--- src/hw/rtl/htc_pkg.sv ---
`timescale 1ns / 1ps

package htc_pkg;

  localparam int TicksW = 14;
  localparam int HumiW  = 12;
  localparam int CentiW = 14;

  localparam logic signed [15:0] TEMP_OFFSET = 16'sd4010;
  localparam logic signed [15:0] TEMP_MAX    = 16'sd10000;
  localparam logic signed [15:0] TEMP_REF    = 16'sd2500;

  localparam logic signed [43:0] HUMI_C1 = -44'sd20468000000;
  localparam logic [28:0]        HUMI_C2 = 29'd367000000;
  localparam logic [13:0]        HUMI_C3 = 14'd15955;
  localparam logic [19:0]        HUMI_T1 = 20'd1000000;
  localparam logic [12:0]        HUMI_T2 = 13'd8000;

  // q < 10 and q > 10000 thresholds on H, in 1e-10 %RH
  localparam logic signed [43:0] HUMI_LO_LIM = 44'sd1000000000;
  localparam logic signed [43:0] HUMI_HI_LIM = 44'sd1000100000000;

  // 1e8 = 2^8 * 390625; x / 390625 ~ (x * RECIP_M) >> RECIP_SHIFT, never above
  localparam logic [18:0] DIV_ODD     = 19'd390625;
  localparam logic [25:0] RECIP_M     = 26'd45035996;
  localparam int          RecipShift  = 44;

  localparam logic [CentiW-1:0] HUMI_MIN = 14'd10;
  localparam logic [CentiW-1:0] HUMI_MAX = 14'd10000;

  typedef struct packed {
    logic              in_range;
    logic [CentiW-1:0] tc;
  } side_t;

endpackage

--- src/hw/rtl/humidity_temperature_conversion_unit.sv ---
`timescale 1ns / 1ps

// Humidity linearization with temperature compensation.
// Request channel: temp_ticks (14 bit) and humi_ticks (12 bit) are taken at a
// rising edge where start is high and busy is low. busy is held low: the
// pipeline takes one request every cycle, with no gaps.
// Result channel: done is high for one cycle with in_range, temp_centi and
// humi_centi; the receiver cannot stall and must take it in that cycle.
// temp_centi = temp_ticks - 4010 in 0.01 degC; humi_centi is the compensated
// humidity in 0.01 %RH, clamped to 10..10000. When in_range is low both
// fields are zero.
// Pipeline: seven register stages (products, second products, wide sum,
// limit check, reciprocal multiply, back multiply, correction and clamp).
// Throughput: one result per cycle, set by the multiplier stages.
// Reset: rst (synchronous) clears the valid bits of every stage, dropping
// requests in flight; no result follows for them.
module humidity_temperature_conversion_unit (
  input  logic                       clk,
  input  logic                       rst,
  input  logic                       start,
  output logic                       busy,
  input  logic [htc_pkg::TicksW-1:0] temp_ticks,
  input  logic [htc_pkg::HumiW-1:0]  humi_ticks,
  output logic                       done,
  output logic                       in_range,
  output logic [htc_pkg::CentiW-1:0] temp_centi,
  output logic [htc_pkg::CentiW-1:0] humi_centi
);

  localparam int Depth = 7;

  logic [Depth-1:0] vld;

  // stage 1 inputs
  logic signed [15:0] tc_full;
  logic signed [15:0] tcd_next;
  htc_pkg::side_t     side_next;

  // stage 1
  htc_pkg::side_t     s1_side;
  logic signed [15:0] s1_tcd;
  logic [23:0]        s1_rh2;
  logic [40:0]        s1_c2rh;
  logic [25:0]        s1_slope;

  // stage 2
  logic signed [41:0] tcd_ext;
  logic signed [41:0] slope_ext;
  htc_pkg::side_t     s2_side;
  logic [40:0]        s2_c2rh;
  logic [37:0]        s2_c3term;
  logic signed [41:0] s2_tterm;

  // stage 3
  htc_pkg::side_t     s3_side;
  logic signed [43:0] s3_h;

  // stage 4
  htc_pkg::side_t     s4_side;
  logic               s4_lo;
  logic               s4_hi;
  logic [31:0]        s4_x;

  // stage 5
  logic [57:0]        prod_next;
  htc_pkg::side_t     s5_side;
  logic               s5_lo;
  logic               s5_hi;
  logic [31:0]        s5_x;
  logic [13:0]        s5_q0;

  // stage 6
  htc_pkg::side_t     s6_side;
  logic               s6_lo;
  logic               s6_hi;
  logic [31:0]        s6_x;
  logic [13:0]        s6_q0;
  logic [33:0]        s6_qm;

  // stage 7
  logic               corr;
  logic [13:0]        q_next;
  logic [htc_pkg::CentiW-1:0] humi_next;

  assign busy = 1'b0;
  assign done = vld[Depth-1];

  always_ff @(posedge clk) begin
    if (rst) begin
      vld <= '0;
    end else begin
      vld <= {vld[Depth-2:0], start && !busy};
    end
  end

  always_comb begin
    tc_full            = $signed({2'b00, temp_ticks}) - htc_pkg::TEMP_OFFSET;
    tcd_next           = tc_full - htc_pkg::TEMP_REF;
    side_next.in_range = (tc_full >= 16'sd0) && (tc_full <= htc_pkg::TEMP_MAX);
    side_next.tc       = tc_full[htc_pkg::CentiW-1:0];
  end

  always_ff @(posedge clk) begin
    s1_side  <= side_next;
    s1_tcd   <= tcd_next;
    s1_rh2   <= 24'(humi_ticks) * 24'(humi_ticks);
    s1_c2rh  <= 41'(htc_pkg::HUMI_C2) * 41'(humi_ticks);
    s1_slope <= 26'(htc_pkg::HUMI_T1) + 26'(htc_pkg::HUMI_T2) * 26'(humi_ticks);
  end

  assign tcd_ext   = 42'(s1_tcd);
  assign slope_ext = $signed(42'(s1_slope));

  always_ff @(posedge clk) begin
    s2_side   <= s1_side;
    s2_c2rh   <= s1_c2rh;
    s2_c3term <= 38'(htc_pkg::HUMI_C3) * 38'(s1_rh2);
    s2_tterm  <= tcd_ext * slope_ext;
  end

  always_ff @(posedge clk) begin
    s3_side <= s2_side;
    s3_h    <= htc_pkg::HUMI_C1 + $signed(44'(s2_c2rh)) - $signed(44'(s2_c3term))
               + 44'(s2_tterm);
  end

  always_ff @(posedge clk) begin
    s4_side <= s3_side;
    s4_lo   <= s3_h < htc_pkg::HUMI_LO_LIM;
    s4_hi   <= s3_h >= htc_pkg::HUMI_HI_LIM;
    s4_x    <= s3_h[39:8];
  end

  assign prod_next = 58'(s4_x) * 58'(htc_pkg::RECIP_M);

  always_ff @(posedge clk) begin
    s5_side <= s4_side;
    s5_lo   <= s4_lo;
    s5_hi   <= s4_hi;
    s5_x    <= s4_x;
    s5_q0   <= prod_next[htc_pkg::RecipShift +: 14];
  end

  always_ff @(posedge clk) begin
    s6_side <= s5_side;
    s6_lo   <= s5_lo;
    s6_hi   <= s5_hi;
    s6_x    <= s5_x;
    s6_q0   <= s5_q0;
    s6_qm   <= 34'(s5_q0) * 34'(htc_pkg::DIV_ODD);
  end

  // estimate is low by at most one
  always_comb begin
    corr   = 34'(s6_x) >= (s6_qm + 34'(htc_pkg::DIV_ODD));
    q_next = s6_q0 + 14'(corr);
    if (!s6_side.in_range) begin
      humi_next = '0;
    end else if (s6_lo) begin
      humi_next = htc_pkg::HUMI_MIN;
    end else if (s6_hi) begin
      humi_next = htc_pkg::HUMI_MAX;
    end else begin
      humi_next = q_next;
    end
  end

  always_ff @(posedge clk) begin
    in_range   <= s6_side.in_range;
    temp_centi <= s6_side.in_range ? s6_side.tc : '0;
    humi_centi <= humi_next;
  end

`ifndef SYNTHESIS
  a_done_has_request: assert property (@(posedge clk) disable iff (rst)
    done |-> $past(start, Depth))
    else $error("result without a request seven cycles earlier");

  a_out_of_range_zero: assert property (@(posedge clk) disable iff (rst)
    (done && !in_range) |-> (temp_centi == '0 && humi_centi == '0))
    else $error("out-of-range result has nonzero fields");

  a_in_range_limits: assert property (@(posedge clk) disable iff (rst)
    (done && in_range) |-> (humi_centi >= htc_pkg::HUMI_MIN
                            && humi_centi <= htc_pkg::HUMI_MAX
                            && temp_centi <= 14'(htc_pkg::TEMP_MAX)))
    else $error("in-range result outside limits");

  a_recip_no_overshoot: assert property (@(posedge clk) disable iff (rst)
    (vld[Depth-2] && s6_side.in_range && !s6_lo && !s6_hi) |-> (34'(s6_x) >= s6_qm))
    else $error("reciprocal estimate above true quotient");
`endif

endmodule

--- config.mk ---
export PLATFORM = sky130hd
export DESIGN_NAME = humidity_temperature_conversion_unit
export DESIGN_NICKNAME = d
export VERILOG_FILES = /design/src/hw/rtl/htc_pkg.sv /design/src/hw/rtl/humidity_temperature_conversion_unit.sv
export SDC_FILE = /design/constraint.sdc
export NUM_CORES = 2
export LEC_CHECK = 0
export ABC_CLOCK_PERIOD_IN_PS = 6400
export BUFFER_PORTS_ARGS = -buffer_cell sky130_fd_sc_hd__buf_2
export CAP_MARGIN = 0
export CORE_MARGIN = 3
export CORE_UTILIZATION = 56
export DETAILED_ROUTE_END_ITERATION = 12
export PLACE_DENSITY = 0.75
export SYNTH_ARGS = -nofsm -noshare
export SYNTH_HDL_FRONTEND = slang
export SYNTH_SLANG_ARGS = --single-unit
--- constraint.sdc ---
create_clock -name clk -period 6.4 [get_ports clk]
set_input_delay 0.32 -clock clk [delete_from_list [all_inputs] [get_ports clk]]
set_output_delay 0.32 -clock clk [all_outputs]
set_load 0.005 [all_outputs]
==> run_results.csv <==
group,metric,value,unit
synthesis,syn_area,60700,um^2
timing,setup_viol,8,
worst_setup_path,cp.required,6.92,ns
placed_design,placed_area,65200,um^2
synthesis,synth_top_area_share,0.354,
synthesis,synth_edf_count,0,
drt,ant_nets,0,
clock_network,clockBufferDepth,3,
grt,globalRouteTotalUtil,0.253,
drt,first_iter_violations,2129,
timing,slew_headroom,0.461,
clock_network,path_clk_slew,0.07,ns
status,violations,"negative setup slack",
grt,grt_use_met2,0.437,
timing,fin_crit_sh,1.03,
grt,grt_max_degree,22,
layout,final_nets,8411,
synthesis,synthCells,5915,
floorplanning,io_pins,60,
layout,post_route_cells_drive_above_1_share,0.103,
drt,drc,0,
clock_network,h-tree-depth,2,
synthesis,ys_types,71,
synthesis,syn_avg_cell_area,10.3,um^2
synthesis,ys_ff_latch,517,
grt,grt_pass1_wl,225,mm
timing,slew_violations,0,
grt,overflow,0,
timing,setup_slack,-0.172,ns
min_path,min-delay-path-class,"in -> reg",
synthesis,synth_most_common_cell,"inv_1",
drt,drtPass1Iterations,5,
layout,synthToLayoutAreaGrowth,12.0,%
synthesis,synth_flop_cell,"dfxtp_1",
clock_network,cts_tree,"done",
timing,finalSetupTns,-0.594,ns
clock_network,root_buffer,"clkbuf_16",
worst_setup_path,arrival,7.09,ns
drt,num_vias,40900,
grt,grt_pass1_vias,44400,
floorplanning,die_w,335,um
floorplanning,dieArea,112000,um^2
worst_setup_path,critPathKind,"reg -> reg",
drt,totalWireLength,138,mm
synthesis,synth_nets,7995,
placed_design,dp_slack,-0.834,ns
grt,antenna_found_initial,4,
timing,rsz0062_at_grt,"yes",
drt,wl_per_cell,17.7,um
synthesis,synth_area_leaders,"fa_1 35%, ha_1 20%, dfxtp_1 17%, inv_1 9.2%, xnor2_1 2.7%",
synthesis,ys_warn_count,0,
clock_network,clk_latency,0.65,ns
clock_network,cts_sinks,517,
clock_network,cts_buffers,55,
timing,clock.fmax,152,MHz
timing,clock_skew,0.0415,ns
status,status,"finished, violations left",
worst_setup_path,startpoint_type,"flop",
floorplanning,start_util,0.565,
synthesis,yosysTopAreaCell,"fa_1",
grt,use_met3,0.0410,
timing,worstMarginPinSlew,0.808,ns
job,drv_cap,0,
worst_setup_path,critPathMaxFanout,4,
worst_setup_path,end_kind,"flop",
floorplanning,dieHeight,335,um
synthesis,synthArstFlopShare,0,
synthesis,synthTopCellsByCount,"1480 x inv_1, 1073 x fa_1, 978 x ha_1, 517 x dfxtp_1, 315 x nand2_1",
floorplanning,core.rowCount,120,
floorplanning,design.core.area,107000,um^2
placed_design,io_buffers,58,
timing,hold_viol,0,
grt,busiest_layer,"met2",
drt,via_per_inst,5.25,
placed_design,dpl.hpwl,117,mm
grt,met1_usage,0.316,
timing,fin_crit,6.57,ns
synthesis,ys_seq_area_frac,0.171,
placed_design,place.gp.congestion,0.994,
layout,fin_area,68000,um^2
## per-stage QoR
| stage | util | hold slack [ns] | std cells |
|---|---|---|---|
| after detailed placement | 0.608 | 0.312 | 7648 |
| after CTS | 0.629 | 0.00633 | 7763 |
| final | 0.633 | 0.0382 | 7780 |
| after global placement | 0.608 | 0.310 | 7648 |
| after floorplan | - | 0.310 | 5915 |
| after global routing | 0.633 | 0.0431 | 7779 |
## critical path, cell delays in order (launching register included)
cell and delay (ns):
dfxtp_2 0.33, buf_6 0.13, fa_2 0.59, buf_4 0.12, buf_4 0.11, ha_4 0.19, fa_1 0.54, inv_1 0.06
fa_1 0.48, inv_1 0.05, fa_1 0.46, fa_1 0.51, inv_1 0.05, fa_1 0.47, inv_1 0.04, ha_1 0.17
a21o_1 0.18, a21o_1 0.18, a221o_2 0.42, a311oi_2 0.24, a21oi_2 0.11, buf_6 0.16, o41ai_4 0.22, buf_4 0.18
o21bai_4 0.06, a21oi_2 0.18, nand2b_1 0.12, a21oi_1 0.07
## final timing paths
check / from / endpoint / slack (ns) / depth (start not counted)
setup / recovery: s4_x[21]$_DFF_P_ / s5_q0[6]$_DFF_P_ / -0.17 / 27
hold / removal: temp_ticks[13] / s1_tcd[14]$_DFF_P_ / 0.04 / 4
setup reg to reg: s4_x[21]$_DFF_P_ / s5_q0[6]$_DFF_P_ / -0.17 / 27
hold reg to reg: s1_c2rh[13]$_DFF_P_ / s2_c2rh[13]$_DFF_P_ / 0.31 / 0
## cell usage in the layout (no fill, tap or decap), types with 29 or more instances in the layout
cell and n:
a21oi_1 177, clkbuf_16 56, o21ai_0 85, xor2_1 88, inv_1 1468, nand4_1 29
and2_1 144, dfxtp_1 477, xnor2_1 186, buf_4 333, buf_2 58, dfxtp_2 29
nor2_1 196, nand2_1 314, nand3_1 55, fa_1 1058, ha_1 969, nor3_1 45
a21o_1 107, nand2b_1 42
## kinds of logic after synthesis
kind of cell    share of synthesized area
fa+ha+maj                           0.556
buf+inv                            0.0964
simple gates                       0.0736
compound gates                     0.0634
flops                               0.171
xor+xnor                           0.0397
mux                              0.000371
other cells                     0.0000618
## cell type report
| cell class | count | area [um^2] |
|---|---|---|
| fillers | 8267 | 39400 |
| repair buffers | 427 | 3370 |
| inverters | 1488 | 5590 |
| diodes | 1 | 2.50 |
| clock buffers | 66 | 1490 |
| multi-input cells | 3842 | 44800 |
| flip-flops and latches | 517 | 10400 |
| well taps | 1403 | 1760 |
| clock inverters | 36 | 502 |
## registers in the layout, indices dropped and copies added (netlist names), 13 cells and up
register,flops
s2_c3term,37
s2_tterm,36
s3_h,36
s1_c2rh,34
s2_c2rh,34
s4_x,32
s5_x,32
s6_x,32
s6_qm,28
s1_rh2,23
s1_slope,19
s1_tcd,16
s2_side,15
s3_side,15
s4_side,15
s5_side,15
s6_side,15
humi_centi,14
s5_q0,14
s6_q0,14
temp_centi,14
s1_side,13
## per-layer routing
layer / vias to the layer above / routed length [um] / part of all wire
met5: - / 13 / 0.000095
met4: 2 / 6740 / 0.049
met3: 328 / 7340 / 0.053
met2: 1008 / 67700 / 0.49
met1: 20400 / 55700 / 0.41
li1: 19100 / - / -
## timing repair
item,in CTS,in global routing
hold buffers,8,0
endpoints found under the hold margin,12,0
pin swaps,27,54
gates cloned,0,1
setup buffers,6,16
endpoints found under the setup margin,18,32
gates resized for setup,47,100
Power is not shown: default switching activity piles up to over one toggle a cycle in this logic, so the estimate is an artifact.
